**src/rtl/h264fua_pkg.sv**
```systemverilog
// ----------------------------------------------------------------------------
// h264fua_pkg
// Shared widths, register indexes, header constants and the queue entry type
// of the H.264 RTP FU-A packetizer.
// ----------------------------------------------------------------------------
package h264fua_pkg;

    // field widths
    localparam int BYTE_W     = 8;
    localparam int LEN_W      = 24;
    localparam int SEQ_W      = 16;
    localparam int TS_W       = 32;
    localparam int SSRC_W     = 32;
    localparam int MPS_W      = 16;
    localparam int S_DATA_W   = 64;
    localparam int M_DATA_W   = 88;
    localparam int M_USER_W   = 3;

    // configuration port
    localparam int CFG_IDX_W  = 2;
    localparam int CFG_DATA_W = 32;
    localparam logic [CFG_IDX_W-1:0] REG_SSRC        = 2'd0;
    localparam logic [CFG_IDX_W-1:0] REG_INIT_SEQ    = 2'd1;
    localparam logic [CFG_IDX_W-1:0] REG_MAX_PAYLOAD = 2'd2;
    localparam logic [MPS_W-1:0]     MPS_RESET       = 16'd1400;

    // FU-A header constants
    localparam logic [BYTE_W-1:0] NRI_MASK  = 8'hE0;
    localparam logic [BYTE_W-1:0] FU_A_TYPE = 8'd28;
    localparam logic [BYTE_W-1:0] FU_START  = 8'h80;
    localparam logic [BYTE_W-1:0] FU_END    = 8'h40;
    localparam int                TYPE_W    = 5;

    // front-to-back queue
    localparam int FIFO_DEPTH = 4;
    localparam int FIFO_PTR_W = $clog2(FIFO_DEPTH);
    localparam int FIFO_CNT_W = $clog2(FIFO_DEPTH + 1);

    // tuser bit positions on the output side
    localparam int USER_START = 0;
    localparam int USER_MARK  = 1;
    localparam int USER_LAST  = 2;

    // One queue entry: all words caused by one input byte
    typedef struct packed {
        logic              three_word;   // indicator + FU header + data
        logic [BYTE_W-1:0] indicator;
        logic [BYTE_W-1:0] fu_header;
        logic [BYTE_W-1:0] data;
        logic              start;        // start flag of the data word
        logic              end_flag;     // end flag of the data word
        logic              marker;
        logic [SEQ_W-1:0]  seq;
        logic [TS_W-1:0]   ts;
    } fua_entry_t;

endpackage

```
**src/rtl/h264fua_front.sv**
```systemverilog
// ----------------------------------------------------------------------------
// h264fua_front
// Accepts NAL bytes, tracks unit position, decides single/FU-A/drop per unit,
// assigns sequence numbers and pushes one entry per byte that gives output.
// ----------------------------------------------------------------------------
module h264fua_front
    import h264fua_pkg::*;
(
    input  logic                  aclk,
    input  logic                  aresetn,
    input  logic                  s_tvalid,
    output logic                  s_tready,
    input  logic [S_DATA_W-1:0]   s_tdata,
    input  logic                  cfg_we,
    input  logic [CFG_IDX_W-1:0]  cfg_addr,
    input  logic [CFG_DATA_W-1:0] cfg_wdata,
    input  logic                  q_full,
    output logic                  q_push,
    output fua_entry_t            q_entry,
    output logic [SSRC_W-1:0]     ssrc
);

    typedef enum logic [1:0] {
        MODE_SINGLE = 2'd0,
        MODE_FRAG   = 2'd1,
        MODE_DROP   = 2'd2
    } mode_t;

    logic [SSRC_W-1:0] ssrc_reg;
    logic [MPS_W-1:0]  mps_reg;
    logic [SEQ_W-1:0]  next_seq_reg, next_seq_next;
    logic [SEQ_W-1:0]  open_seq_reg, open_seq_next;
    logic [LEN_W-1:0]  pos_reg, pos_next;
    logic [LEN_W-1:0]  ulen_reg, ulen_next;
    logic [TS_W-1:0]   ts_reg, ts_next;
    logic [MPS_W-1:0]  fill_reg, fill_next;
    mode_t             mode_reg, mode_next;
    logic [BYTE_W-1:0] ind_reg, ind_next;
    logic [TYPE_W-1:0] type_reg, type_next;

    logic [BYTE_W-1:0] in_byte;
    logic [LEN_W-1:0]  in_len;
    logic [TS_W-1:0]   in_ts;
    logic              accept;
    logic [LEN_W:0]    pos_inc;
    logic [MPS_W-1:0]  cap;
    logic [LEN_W-1:0]  frag_start;
    logic              frag_last;
    logic              frag_end;
    logic [LEN_W-1:0]  len_ref;

    assign in_byte  = s_tdata[BYTE_W-1:0];
    assign in_len   = s_tdata[BYTE_W+LEN_W-1:BYTE_W];
    assign in_ts    = s_tdata[BYTE_W+LEN_W+TS_W-1:BYTE_W+LEN_W];
    assign s_tready = !q_full;
    assign accept   = s_tvalid && s_tready;
    assign ssrc     = ssrc_reg;

    // fragment geometry
    assign pos_inc    = (LEN_W+1)'(pos_reg) + (LEN_W+1)'(1);
    assign cap        = (mps_reg > MPS_W'(3)) ? (mps_reg - MPS_W'(2)) : MPS_W'(1);
    assign frag_start = pos_reg - LEN_W'(fill_reg);
    assign frag_last  = ((LEN_W+1)'(frag_start) + (LEN_W+1)'(cap)) >= (LEN_W+1)'(ulen_reg);
    assign frag_end   = ((MPS_W+1)'(fill_reg) + (MPS_W+1)'(1) >= (MPS_W+1)'(cap))
                        || (pos_inc >= (LEN_W+1)'(ulen_reg));

    // per-byte unit tracking
    always_comb begin
        next_seq_next = next_seq_reg;
        open_seq_next = open_seq_reg;
        pos_next      = pos_reg;
        ulen_next     = ulen_reg;
        ts_next       = ts_reg;
        fill_next     = fill_reg;
        mode_next     = mode_reg;
        ind_next      = ind_reg;
        type_next     = type_reg;
        q_push        = 1'b0;
        q_entry       = '0;
        len_ref       = ulen_reg;

        q_entry.data  = in_byte;
        q_entry.ts    = ts_reg;
        q_entry.seq   = open_seq_reg;

        if (accept) begin
            if (pos_reg == '0) begin
                len_ref = in_len;
                if (in_len != '0) begin
                    ulen_next  = in_len;
                    ts_next    = in_ts;
                    q_entry.ts = in_ts;
                    fill_next  = '0;
                    if (mps_reg == '0) begin
                        mode_next = MODE_DROP;
                    end else if (in_len <= LEN_W'(mps_reg)) begin
                        mode_next = MODE_SINGLE;
                    end else if (mps_reg <= MPS_W'(2)) begin
                        mode_next = MODE_DROP;
                    end else begin
                        mode_next = MODE_FRAG;
                    end

                    if (mode_next == MODE_SINGLE) begin
                        q_push           = 1'b1;
                        q_entry.start    = 1'b1;
                        q_entry.end_flag = (in_len == LEN_W'(1));
                        q_entry.marker   = 1'b1;
                        q_entry.seq      = next_seq_reg;
                        open_seq_next    = next_seq_reg;
                        next_seq_next    = next_seq_reg + SEQ_W'(1);
                    end else if (mode_next == MODE_FRAG) begin
                        // header byte is consumed here
                        ind_next  = (in_byte & NRI_MASK) | FU_A_TYPE;
                        type_next = in_byte[TYPE_W-1:0];
                    end
                end
            end else if (mode_reg == MODE_SINGLE) begin
                q_push           = 1'b1;
                q_entry.end_flag = (pos_inc == (LEN_W+1)'(ulen_reg));
                q_entry.marker   = 1'b1;
            end else if (mode_reg == MODE_FRAG) begin
                q_push           = 1'b1;
                q_entry.end_flag = frag_end;
                q_entry.marker   = frag_last;
                q_entry.indicator = ind_reg;
                q_entry.fu_header = BYTE_W'(type_reg)
                                    | ((pos_reg == LEN_W'(1)) ? FU_START : '0)
                                    | (frag_last ? FU_END : '0);
                // a new fragment opens: take the next sequence number
                if (fill_reg == '0) begin
                    q_entry.three_word = 1'b1;
                    q_entry.seq        = next_seq_reg;
                    open_seq_next      = next_seq_reg;
                    next_seq_next      = next_seq_reg + SEQ_W'(1);
                end
                fill_next = frag_end ? '0 : (fill_reg + MPS_W'(1));
            end

            // advance position; zero-length first byte leaves it at zero
            if (pos_reg != '0 || in_len != '0) begin
                if (pos_inc >= (LEN_W+1)'(len_ref)) begin
                    pos_next  = '0;
                    fill_next = '0;
                end else begin
                    pos_next = pos_inc[LEN_W-1:0];
                end
            end
        end

        // sequence register write reloads the counter
        if (cfg_we && cfg_addr == REG_INIT_SEQ) begin
            next_seq_next = cfg_wdata[SEQ_W-1:0];
        end
    end

    // state and configuration registers
    always_ff @(posedge aclk) begin
        if (!aresetn) begin
            ssrc_reg     <= '0;
            mps_reg      <= MPS_RESET;
            next_seq_reg <= '0;
            open_seq_reg <= '0;
            pos_reg      <= '0;
            ulen_reg     <= '0;
            ts_reg       <= '0;
            fill_reg     <= '0;
            mode_reg     <= MODE_SINGLE;
            ind_reg      <= '0;
            type_reg     <= '0;
        end else begin
            next_seq_reg <= next_seq_next;
            open_seq_reg <= open_seq_next;
            pos_reg      <= pos_next;
            ulen_reg     <= ulen_next;
            ts_reg       <= ts_next;
            fill_reg     <= fill_next;
            mode_reg     <= mode_next;
            ind_reg      <= ind_next;
            type_reg     <= type_next;
            if (cfg_we && cfg_addr == REG_SSRC) begin
                ssrc_reg <= cfg_wdata[SSRC_W-1:0];
            end
            if (cfg_we && cfg_addr == REG_MAX_PAYLOAD) begin
                mps_reg <= cfg_wdata[MPS_W-1:0];
            end
        end
    end

endmodule

```
**src/rtl/h264fua_fifo.sv**
```systemverilog
// ----------------------------------------------------------------------------
// h264fua_fifo
// Short queue of per-byte entries between the front and back parts.
// ----------------------------------------------------------------------------
module h264fua_fifo
    import h264fua_pkg::*;
(
    input  logic       aclk,
    input  logic       aresetn,
    input  logic       push,
    input  fua_entry_t push_entry,
    output logic       full,
    input  logic       pop,
    output logic       head_valid,
    output fua_entry_t head_entry
);

    fua_entry_t              mem [FIFO_DEPTH];
    logic [FIFO_PTR_W-1:0]   wr_ptr_reg;
    logic [FIFO_PTR_W-1:0]   rd_ptr_reg;
    logic [FIFO_CNT_W-1:0]   cnt_reg, cnt_next;
    logic                    do_push;
    logic                    do_pop;

    assign full       = (cnt_reg == FIFO_CNT_W'(FIFO_DEPTH));
    assign head_valid = (cnt_reg != '0);
    assign head_entry = mem[rd_ptr_reg];
    assign do_push    = push && !full;
    assign do_pop     = pop && head_valid;

    // occupancy
    always_comb begin
        cnt_next = cnt_reg;
        if (do_push && !do_pop) begin
            cnt_next = cnt_reg + FIFO_CNT_W'(1);
        end else if (do_pop && !do_push) begin
            cnt_next = cnt_reg - FIFO_CNT_W'(1);
        end
    end

    // pointers and count
    always_ff @(posedge aclk) begin
        if (!aresetn) begin
            wr_ptr_reg <= '0;
            rd_ptr_reg <= '0;
            cnt_reg    <= '0;
        end else begin
            cnt_reg <= cnt_next;
            if (do_push) begin
                wr_ptr_reg <= wr_ptr_reg + FIFO_PTR_W'(1);
            end
            if (do_pop) begin
                rd_ptr_reg <= rd_ptr_reg + FIFO_PTR_W'(1);
            end
        end
    end

    // entry storage
    always_ff @(posedge aclk) begin
        if (do_push) begin
            mem[wr_ptr_reg] <= push_entry;
        end
    end

endmodule

```
**src/rtl/h264fua_back.sv**
```systemverilog
// ----------------------------------------------------------------------------
// h264fua_back
// Expands each queue entry into one or three output words and holds them in
// the output register until the receiver takes them.
// ----------------------------------------------------------------------------
module h264fua_back
    import h264fua_pkg::*;
(
    input  logic                aclk,
    input  logic                aresetn,
    input  logic                q_valid,
    input  fua_entry_t          q_entry,
    output logic                q_pop,
    input  logic [SSRC_W-1:0]   ssrc,
    output logic                m_tvalid,
    input  logic                m_tready,
    output logic [M_DATA_W-1:0] m_tdata,
    output logic                m_tlast,
    output logic [M_USER_W-1:0] m_tuser
);

    logic                valid_reg;
    logic [1:0]          sub_reg, sub_next;
    logic [BYTE_W-1:0]   byte_reg, byte_next;
    logic                start_reg, start_next;
    logic                end_reg, end_next;
    logic                mark_reg;
    logic                lastw_reg, lastw_next;
    logic [SEQ_W-1:0]    seq_reg;
    logic [TS_W-1:0]     ts_reg;
    logic [SSRC_W-1:0]   ssrc_reg;
    logic                load;

    assign load  = q_valid && (!valid_reg || m_tready);
    assign q_pop = load && lastw_next;

    // pick the word of the head entry
    always_comb begin
        byte_next  = q_entry.data;
        start_next = q_entry.start;
        end_next   = q_entry.end_flag;
        lastw_next = 1'b1;
        sub_next   = 2'd0;
        if (q_entry.three_word) begin
            if (sub_reg == 2'd0) begin
                byte_next  = q_entry.indicator;
                start_next = 1'b1;
                end_next   = 1'b0;
                lastw_next = 1'b0;
                sub_next   = 2'd1;
            end else if (sub_reg == 2'd1) begin
                byte_next  = q_entry.fu_header;
                start_next = 1'b0;
                end_next   = 1'b0;
                lastw_next = 1'b0;
                sub_next   = 2'd2;
            end
        end
    end

    // control
    always_ff @(posedge aclk) begin
        if (!aresetn) begin
            valid_reg <= 1'b0;
            sub_reg   <= 2'd0;
        end else begin
            if (load) begin
                valid_reg <= 1'b1;
                sub_reg   <= sub_next;
            end else if (m_tready) begin
                valid_reg <= 1'b0;
            end
        end
    end

    // output word register
    always_ff @(posedge aclk) begin
        if (load) begin
            byte_reg  <= byte_next;
            start_reg <= start_next;
            end_reg   <= end_next;
            mark_reg  <= q_entry.marker;
            lastw_reg <= lastw_next;
            seq_reg   <= q_entry.seq;
            ts_reg    <= q_entry.ts;
            ssrc_reg  <= ssrc;
        end
    end

    assign m_tvalid = valid_reg;
    assign m_tdata  = {ssrc_reg, ts_reg, seq_reg, byte_reg};
    assign m_tlast  = end_reg;
    assign m_tuser  = {lastw_reg, mark_reg, start_reg};

endmodule

```
**src/rtl/h264_nal_rtp_fua_packetizer_unit.sv**
```systemverilog
// ----------------------------------------------------------------------------
// h264_nal_rtp_fua_packetizer_unit
// H.264 NAL unit to RTP payload packetizer, single packet or FU-A fragments.
// ----------------------------------------------------------------------------
// Usage:
//   Input stream: one NAL byte per word; length and timestamp are taken from
//   the first word of each unit. Output stream: one payload byte per word
//   with its packet's sequence number, timestamp and SSRC; tlast marks the
//   last byte of a packet, tuser carries start, marker and end-of-input flags.
//   Configuration is written through cfg_we/cfg_addr/cfg_wdata while idle.
// Path: an accepted byte is written into the queue, then into the output
//   register, from which the receiver takes it.
// Throughput: one byte per cycle for single packets and fragment bodies
//   while the receiver is ready. The byte that opens an FU-A fragment
//   yields three words (indicator, FU header, data) sent in turn; the
//   four-entry queue absorbs this and the input stalls only when it fills.
// Reset: clears the queue and output register; SSRC and sequence reset to 0,
//   payload limit to 1400 bytes.
// Receiver stall: the output word holds; the queue keeps taking input bytes
//   until it is full, then s_tready drops.
// ----------------------------------------------------------------------------
module h264_nal_rtp_fua_packetizer_unit
    import h264fua_pkg::*;
(
    input  logic                  aclk,
    input  logic                  aresetn,
    input  logic                  s_tvalid,
    output logic                  s_tready,
    // nal_byte[7:0], nal_length[31:8], media_timestamp[63:32]
    input  logic [S_DATA_W-1:0]   s_tdata,
    output logic                  m_tvalid,
    input  logic                  m_tready,
    // payload_byte[7:0], sequence_number[23:8], packet_timestamp[55:24],
    // packet_ssrc[87:56]
    output logic [M_DATA_W-1:0]   m_tdata,
    output logic                  m_tlast,
    // packet_start[0], marker_bit[1], last_of_item[2]
    output logic [M_USER_W-1:0]   m_tuser,
    input  logic                  cfg_we,
    input  logic [CFG_IDX_W-1:0]  cfg_addr,
    input  logic [CFG_DATA_W-1:0] cfg_wdata
);

    fua_entry_t        push_entry;
    fua_entry_t        head_entry;
    logic              push;
    logic              full;
    logic              head_valid;
    logic              pop;
    logic [SSRC_W-1:0] ssrc;

    h264fua_front u_front (
        .aclk      (aclk),
        .aresetn   (aresetn),
        .s_tvalid  (s_tvalid),
        .s_tready  (s_tready),
        .s_tdata   (s_tdata),
        .cfg_we    (cfg_we),
        .cfg_addr  (cfg_addr),
        .cfg_wdata (cfg_wdata),
        .q_full    (full),
        .q_push    (push),
        .q_entry   (push_entry),
        .ssrc      (ssrc)
    );

    h264fua_fifo u_fifo (
        .aclk       (aclk),
        .aresetn    (aresetn),
        .push       (push),
        .push_entry (push_entry),
        .full       (full),
        .pop        (pop),
        .head_valid (head_valid),
        .head_entry (head_entry)
    );

    h264fua_back u_back (
        .aclk     (aclk),
        .aresetn  (aresetn),
        .q_valid  (head_valid),
        .q_entry  (head_entry),
        .q_pop    (pop),
        .ssrc     (ssrc),
        .m_tvalid (m_tvalid),
        .m_tready (m_tready),
        .m_tdata  (m_tdata),
        .m_tlast  (m_tlast),
        .m_tuser  (m_tuser)
    );

endmodule

```
**config.mk**
```make
export PLATFORM = sky130hd
export DESIGN_NAME = h264_nal_rtp_fua_packetizer_unit
export DESIGN_NICKNAME = d
export VERILOG_FILES = /design/src/rtl/h264fua_pkg.sv /design/src/rtl/h264fua_front.sv /design/src/rtl/h264fua_fifo.sv /design/src/rtl/h264fua_back.sv /design/src/rtl/h264_nal_rtp_fua_packetizer_unit.sv
export SDC_FILE = /design/constraint.sdc
export NUM_CORES = 1
export LEC_CHECK = 0
export ABC_AREA = 1
export BUFFER_PORTS_ARGS = -buffer_cell sky130_fd_sc_hd__buf_2
export CAP_MARGIN = 20
export CELL_PAD_IN_SITES_DETAIL_PLACEMENT = 0
export CELL_PAD_IN_SITES_GLOBAL_PLACEMENT = 1
export CORE_MARGIN = 5
export CORE_UTILIZATION = 43
export DETAILED_ROUTE_END_ITERATION = 8
export PLACE_DENSITY_LB_ADDON = 0.1
export SLEW_MARGIN = 10
export SYNTH_ARGS = -nofsm -noshare
export SYNTH_HDL_FRONTEND = slang
export SYNTH_SLANG_ARGS = --single-unit
```
**constraint.sdc**
```tcl
create_clock -name aclk -period 7.43 [get_ports aclk]
set_clock_uncertainty 0.05 [all_clocks]
set_input_delay 0.3715 -clock aclk [delete_from_list [all_inputs] [get_ports aclk]]
set_output_delay 0.3715 -clock aclk [all_outputs]
set_load 0.05 [all_outputs]
```
==> results of run 1 <==
[what timing repair did]
item,in CTS,in global routing
hold buffers,60,0
endpoints found under the setup margin,0,0
hold endpoints to repair,84,0
gates resized for setup,0,0
[power breakdown]
| group | switching (uW) | total [uW] | leakage [uW] | internal, uW |
|---|---|---|---|---|
| clock | 1350 | 3470 | 0.00115 | 2110 |
| combinational | 2920 | 3900 | 0.00772 | 973 |
| sequential | 205 | 4300 | 0.00519 | 4100 |
| total | 4480 | 11700 | 0.0141 | 7180 |
[stage by stage]
| step | worst slack, ns | hold WS [ns] |
|---|---|---|
| 2_1_floorplan | 0.129 | 0.353 |
| 3_3_place_gp | 2.10 | 0.358 |
| 3_5_place_dp | 2.00 | 0.360 |
| 4_1_cts | 1.96 | 0.00770 |
| 5_1_grt | 1.29 | 0.0232 |
| 6_report | 1.90 | 0.0330 |
[cells in the mapped netlist (10+ instances only)]
cell type  count
nand3_1      103
a21oi_1      241
nor2_1       370
nor4_1        10
o21ai_0      292
buf_2         18
nand4_1       48
edfxtp_1     376
nor3_1        45
nand2_1      639
o22ai_1       67
xnor2_1       13
a32oi_1       10
dfxtp_1      199
a31oi_1       10
ha_1         148
clkbuf_1      89
inv_1        311
buf_4         10
xor2_1        66
[final timing paths]
path	to	depth (start not counted)	slack (ns)	startpoint
max	u_fifo.mem[1][48]	31	1.90	u_front.pos_reg[0]
min reg2reg	u_back.ssrc_reg[14]	0	0.38	u_front.ssrc[14]
max reg2reg	u_fifo.mem[1][48]	31	1.90	u_front.pos_reg[0]
min	u_front.ssrc[10]	3	0.03	cfg_wdata[10]
[cell type report]
| type | instances | area [um^2] | area share |
|---|---|---|---|
| Tap cell | 864 | 1080 | 0.0323 |
| Sequential cell | 575 | 15300 | 0.457 |
| Antenna cell | 1 | 2.50 | 0.0000748 |
| Inverter | 322 | 1210 | 0.0363 |
| Timing Repair Buffer | 285 | 1800 | 0.0538 |
| Clock inverter | 33 | 480 | 0.0144 |
| Clock buffer | 90 | 1880 | 0.0561 |
| Multi-Input combinational cell | 2168 | 11700 | 0.350 |
[cells by family after synthesis]
kind of cell,share of synthesized area
compound gates,0.128
xor+xnor,0.0241
fa+ha+maj,0.0665
buf+inv,0.0632
flops,0.531
simple gates,0.187
[worst max-delay path, delay by kind of cell, from the launching register on]
| family | cells | cell delay, ns |
|---|---|---|
| DFF | 1 | 0.48 |
| adders and majority gates | 4 | 1.23 |
| buffers and inverters | 2 | 0.22 |
| and+or+nand+nor | 18 | 1.80 |
| xor gates and xnor gates | 2 | 0.38 |
| AOI/OAI and AO/OA | 5 | 1.12 |
[routing by layer]
| layer | global-route usage | vias to the layer above |
|---|---|---|
| met1 | 0.318 | 10962 |
| met2 | 0.387 | 487 |
| met4 | 0.0537 | 0 |
| met5 | 0 | - |
| li1 | - | 11343 |
| met3 | 0.0312 | 104 |
==> out/results.ini, run 1 <==
[floorplan]
width_of_the_die_um=269
placement_rows=94
design.portCount=197
fp.coreArea_mm2=0.0660
die_area_mm2=0.0721
die_height_um=269
initial_utilization=0.436

[yosys]
async_reset_ff_frac=0
synth_edf_count=376
synth_cells=3195
synth_seq_area_share=0.531
synth_top_area_cell=edfxtp_1
synth_warnings=0
ys.flop_type=edfxtp_1
netlist-cell-type-count=54
ys_ff_latch=575
ys_top_cells_by_area=edfxtp_1 39%, dfxtp_1 14%, nand2_1 8.3%
post-synth-top-area-fraction=0.393
syn_area_per_cell_um2=9.00
mappedNetlistNets=3449
post_synth_instance_area_mm2=0.0287

[routing]
dr.first_iter.drc_count=1694
detail_route.wirelength.met1_um=38500
top_signal_layer_used=met4
routed-wl-met3_um=3390
vias=22896
detail_route.wl_per_cell_um=19.4
via_per_inst=5.28
wl_um=84300
drt_pass1_iterations=6
drcViolationCount=0
ant_nets=0
met2RoutedLength_um=40600

[clock_tree]
later_pin_clock_latency_in_the_skew_report_ns=0.62
clk_root_buffer_cell=clkbuf_16
post_cts_setup_repair_buffer_count=0
numClockSinks=575
h_tree_depth=3
clockBufferDepth=3
clk_transition_reported_paths_ns=0.06
cts-buffers-inserted=67
tritoncts=built

[placed_design]
placedInstanceArea_mm2=0.0305
dp_hpwl_um=59000
gpl_wtd_cong=0.893
place.port_buffers=196
dp_cells=4154

[worst_hold_path]
hp-class=in2reg

[finish]
largest_reg_flops=284
largest-register=u_fifo.mem
final_nets=3673
finish.cell_count_without_fillers=4338
proportion_of_layout_cells_with_a_drive_suffix_above_1=0.115
layout.cells.most_common_list=639 x nand2_1, 376 x edfxtp_1, 366 x nor2_1
area_delta_synth_final_pct=16.3
num-fill-cells=6116
layout.cells.most_common=nand2_1
design_area_mm2=0.0334
final_util=0.507

[global_route]
initial_antenna_violation_count=2
number_of_global_route_vias_before_repair=22107
grt_usage=0.230
grt-ovfl-total=0
global_route_wire_length_before_repair_um=129000
grt_max_degree=85

[timing]
worstMarginPinSlew_ns=1.00
post-route-period-util=0.744
setup_viol=0
final_period_minus_worst_setup_slack_ns=5.53
finalSetupTns_ns=0
final_max_slew_viol_count=0
max_slew_margin=0.333
max_freq_mhz=181
rsz0062_at_grt=false
hold_viol_final=0

[power_and_ir_drop]
power.static_leakage_uw=0.0141
p_per_area_mw_per_mm2=349
peakVddDrop_v=0.000203
total_power_uw=11700

[job]
maxCapViolCount=0

[setup_path]
path_max_fanout=7
critical-path-slowest-cell=dfxtp_1
ws_path_type=reg2reg
path_common_cell=nand2_1
kind_of_capture_point_of_the_worst_setup_path=flop
crit_arrival_ns=5.88
crit_path_start_kind=flop
worst-endpoint-required_ns=7.79
delay_contributed_by_the_slowest_stage_of_the_critical_path_ns=0.48

[run_status]
outcome=completed

Note: power is estimated with default switching activity, not from simulation.
==> run 2: changes to the inputs <==
Settings changed: ABC_AREA 1 to 0, CORE_UTILIZATION 43 to 45.
Clock period 7.43 ns to 4.9 ns, I/O delays scaled along.
==> out/results.ini, run 2 <==
[run_status]
outcome=complete, but fails checks  ; was completed
violations=negative setup slack

[finish]
final_nets=3107  ; was 3673
layout.cells.most_common_list=376 x edfxtp_1, 348 x nand2_1, 269 x buf_4  ; was 639 x nand2_1, 376 x edfxtp_1, 366 x nor2_1
largest-register=u_fifo.mem  ; unchanged
diodes=0  ; was 1
area_delta_synth_final_pct=26.6  ; was 16.3%
proportion_of_layout_cells_with_a_drive_suffix_above_1=0.267  ; was 0.115
largest_reg_flops=284  ; unchanged
final_util=0.577  ; was 0.507
layout.cells.most_common=edfxtp_1  ; was nand2_1
finish.cell_count_without_fillers=3687  ; was 4338

[floorplan]
design.portCount=197  ; unchanged
placement_rows=90  ; was 94
die_area_mm2=0.0663  ; was 0.0721 mm^2
fp.coreArea_mm2=0.0605  ; was 0.0660 mm^2
width_of_the_die_um=257  ; was 269 um
die_height_um=257  ; was 269 um
initial_utilization=0.456  ; was 0.436

[global_route]
grt_max_degree=151  ; was 85
number_of_global_route_vias_before_repair=20372  ; was 22107
initial_antenna_violation_count=3  ; was 2
grt-ovfl-total=0  ; unchanged
grt_usage=0.222  ; was 0.230
global_route_wire_length_before_repair_um=117000  ; was 129000 um

[power_and_ir_drop]
power.static_leakage_uw=0.0139  ; was 0.0141 uW
switching_share=0.335  ; was 0.384
p_per_area_mw_per_mm2=444  ; was 349 mW/mm^2
power.internal_uw=10300  ; was 7180 uW
net-switching-power_uw=5190  ; was 4480 uW
seqPwrFrac=0.404  ; was 0.369
peakVddDrop_v=0.000387  ; was 0.000203 V
p_comb_frac=0.285  ; was 0.334
p_clk_frac=0.311  ; was 0.297

[setup_path]
crit_path_start_kind=flop  ; unchanged
worst-endpoint-required_ns=5.20  ; was 7.79 ns
crit_arrival_ns=5.66  ; was 5.88 ns
ws_path_type=reg2reg  ; unchanged
path_max_fanout=4  ; was 7
kind_of_capture_point_of_the_worst_setup_path=flop  ; unchanged

[routing]
ant_nets=0  ; unchanged
drcViolationCount=0  ; unchanged
dr.first_iter.drc_count=1169  ; was 1694
vias=19855  ; was 22896
wl_um=75500  ; was 84300 um
via_per_inst=5.39  ; was 5.28
drt_pass1_iterations=5  ; was 6
detail_route.wl_per_cell_um=20.5  ; was 19.4 um

[yosys]
synth_cells=2318  ; was 3195
ys_top_cells_by_area=edfxtp_1 41%, dfxtp_1 14%, ha_1 6.7%  ; was edfxtp_1 39%, dfxtp_1 14%, nand2_1 8.3%
netlist-cell-type-count=77  ; was 54
synth_top_cells_by_count=376 x edfxtp_1, 349 x nand2_1, 199 x dfxtp_1, 148 x ha_1, 97 x inv_1  ; was 639 x nand2_1, 376 x edfxtp_1, 370 x nor2_1, 311 x inv_1, 292 x o21ai_0
synth_warnings=0  ; unchanged
synth_edf_count=376  ; unchanged
yosys.area_share.adder=0.0694  ; was 0.0665
synth_compound_area_frac=0.0943  ; was 0.128
post-synth-top-area-fraction=0.410  ; was 0.393
synth_seq_area_share=0.554  ; was 0.531
synthXorXnorAreaFrac=0.0270  ; was 0.0241
ys.flop_type=edfxtp_1  ; unchanged
synth_simple_gate_area_frac=0.145  ; was 0.187
post_synth_instance_area_mm2=0.0276  ; was 0.0287 mm^2
syn_area_per_cell_um2=11.9  ; was 9.00 um^2
synth.area.mux_share=0.0805  ; was 0
ys_ff_latch=575  ; unchanged
main_combinational_cell_family_by_area_after_synthesis=simple AND/OR/NAND/NOR gates  ; unchanged
synth_most_common_cell=edfxtp_1  ; was nand2_1
async_reset_ff_frac=0  ; unchanged
synth_top_area_cell=edfxtp_1  ; unchanged
mappedNetlistNets=2572  ; was 3449

[timing]
final_period_minus_worst_setup_slack_ns=5.36  ; was 5.53 ns
final_max_slew_viol_count=0  ; unchanged
post-route-period-util=1.09  ; was 0.744
worstMarginPinSlew_ns=0.984  ; was 1.00 ns
layout_setup_ws_ns=-0.455  ; was 1.90 ns
hold_viol_final=0  ; unchanged
setup_viol=8  ; was 0
max_slew_margin=0.344  ; was 0.333
rsz0062_at_grt=true  ; was false
max_freq_mhz=187  ; was 181 MHz

[clock_tree]
clockBufferDepth=3  ; unchanged
h_tree_depth=2  ; was 3
clk_transition_reported_paths_ns=0.06  ; about the same
later_pin_clock_latency_in_the_skew_report_ns=0.64  ; was 0.62 ns
clk_root_buffer_cell=clkbuf_16  ; unchanged
numClockSinks=575  ; unchanged
cts-buffers-inserted=61  ; was 67
tritoncts=built  ; unchanged

[job]
maxCapViolCount=0  ; unchanged

[placed_design]
place.port_buffers=196  ; unchanged
gpl_wtd_cong=0.913  ; was 0.893
placement.setup.worst_slack_ns=-0.897  ; was 2.00 ns
dp_cells=3454  ; was 4154
dp_hpwl_um=53300  ; was 59000 um

[worst_hold_path]
hp-class=in2reg  ; unchanged

-- run 2: changes by cell type after synthesis, moves of 76 or more --
cell      previous run  this run
a21boi_0             3        88
a21oi_1            241        66
and2_1               3        79
inv_1              311        97
nand2_1            639       349
nor2_1             370        59
o21ai_0            292        60
-- run 2: final timing paths --
path                         to                start  slack [ns]  cells after the start
max           u_fifo.mem[3][48]  u_front.fill_reg[5]       -0.46                     24
min            u_front.ssrc[29]          cfg_addr[1]        0.04                      4
max reg2reg   u_fifo.mem[3][48]  u_front.fill_reg[5]       -0.46                     24
min reg2reg  u_back.ssrc_reg[5]      u_front.ssrc[5]        0.38                      0
-- run 2: metrics by stage --
step | total power (uW) | area (um^2) | setup TNS (ns) | hold slack, ns
3_3_place_gp | 10600 | 31400 | -4.56 | 0.362
6_report | 15500 | 34900 | -3.43 | 0.0403
5_1_grt | 16200 | 34900 | -5.43 | 0.0646
3_5_place_dp | 10700 | 31400 | -6.74 | 0.365
4_1_cts | 15600 | 34700 | -3.31 | 0.00271
2_1_floorplan | 9320 | 27800 | -201.44 | 0.294
-- run 2: cell type report --
| cell class | count | area [um^2] |
|---|---|---|
| repair buffers | 574 | 4200 |
| well taps | 782 | 978 |
| flip-flops and latches | 575 | 15300 |
| fillers | 5028 | 25600 |
| multi-input cells | 1544 | 11900 |
| inverters | 97 | 369 |
| clock inverters | 38 | 470 |
| clock buffers | 77 | 1640 |
-- run 2: power by group through the flow --
stage | clock [uW] | combinational [uW] | sequential (uW)
3_3_place_gp | 0 | 4270 | 6350
6_report | 4820 | 4420 | 6260
4_1_cts | 4920 | 4450 | 6270
2_1_floorplan | 0 | 1920 | 7400
5_1_grt | 5110 | 4750 | 6320
3_5_place_dp | 0 | 4330 | 6370
-- run 2: kinds of logic (layout without fill, tap and decap cells) --
group           count (synthesis)  in the layout
compound gates                374            374
xor+xnor                       85             85
fa+ha+maj                     151            151
buf+inv                       200            786
flops                         575            575
mux                           131            131
simple gates                  802            803
-- run 2: timing repair --
| action | CTS | global route |
|---|---|---|
| hold endpoints to repair | 287 | 0 |
| pin swaps | 34 | 12 |
| buffers inserted | 12 | 6 |
| hold buffers | 99 | 0 |
| gates cloned | 1 | 0 |
| resized for setup | 28 | 24 |
| setup endpoints to repair | 8 | 32 |
-- run 2: critical path: stages (launching register included) --
cell,delay (ns)
dfxtp_2,0.33
inv_2,0.05
ha_4,0.24
a21o_1,0.17
or3_1,0.33
o21a_2,0.27
a2111oi_4,0.30
nor2_1,0.09
xor2_1,0.15
ha_1,0.33
a21o_1,0.21
a221o_1,0.34
a31o_2,0.24
and2_4,0.15
nand2_4,0.05
xnor2_2,0.12
ha_1,0.27
a21o_1,0.20
a21o_1,0.16
a21oi_2,0.16
o311ai_2,0.12
a221o_1,0.32
a41oi_2,0.18
buf_6,0.15
a31oi_4,0.10
-- run 2: routing by layer --
layer | track usage | share of wire | up-vias
li1 | - | - | 9604
met1 | 0.309 | 0.46 | 9714
met2 | 0.371 | 0.48 | 415
met3 | 0.0288 | 0.040 | 120
met4 | 0.0578 | 0.026 | 2
met5 | 0 | 0.00016 | -
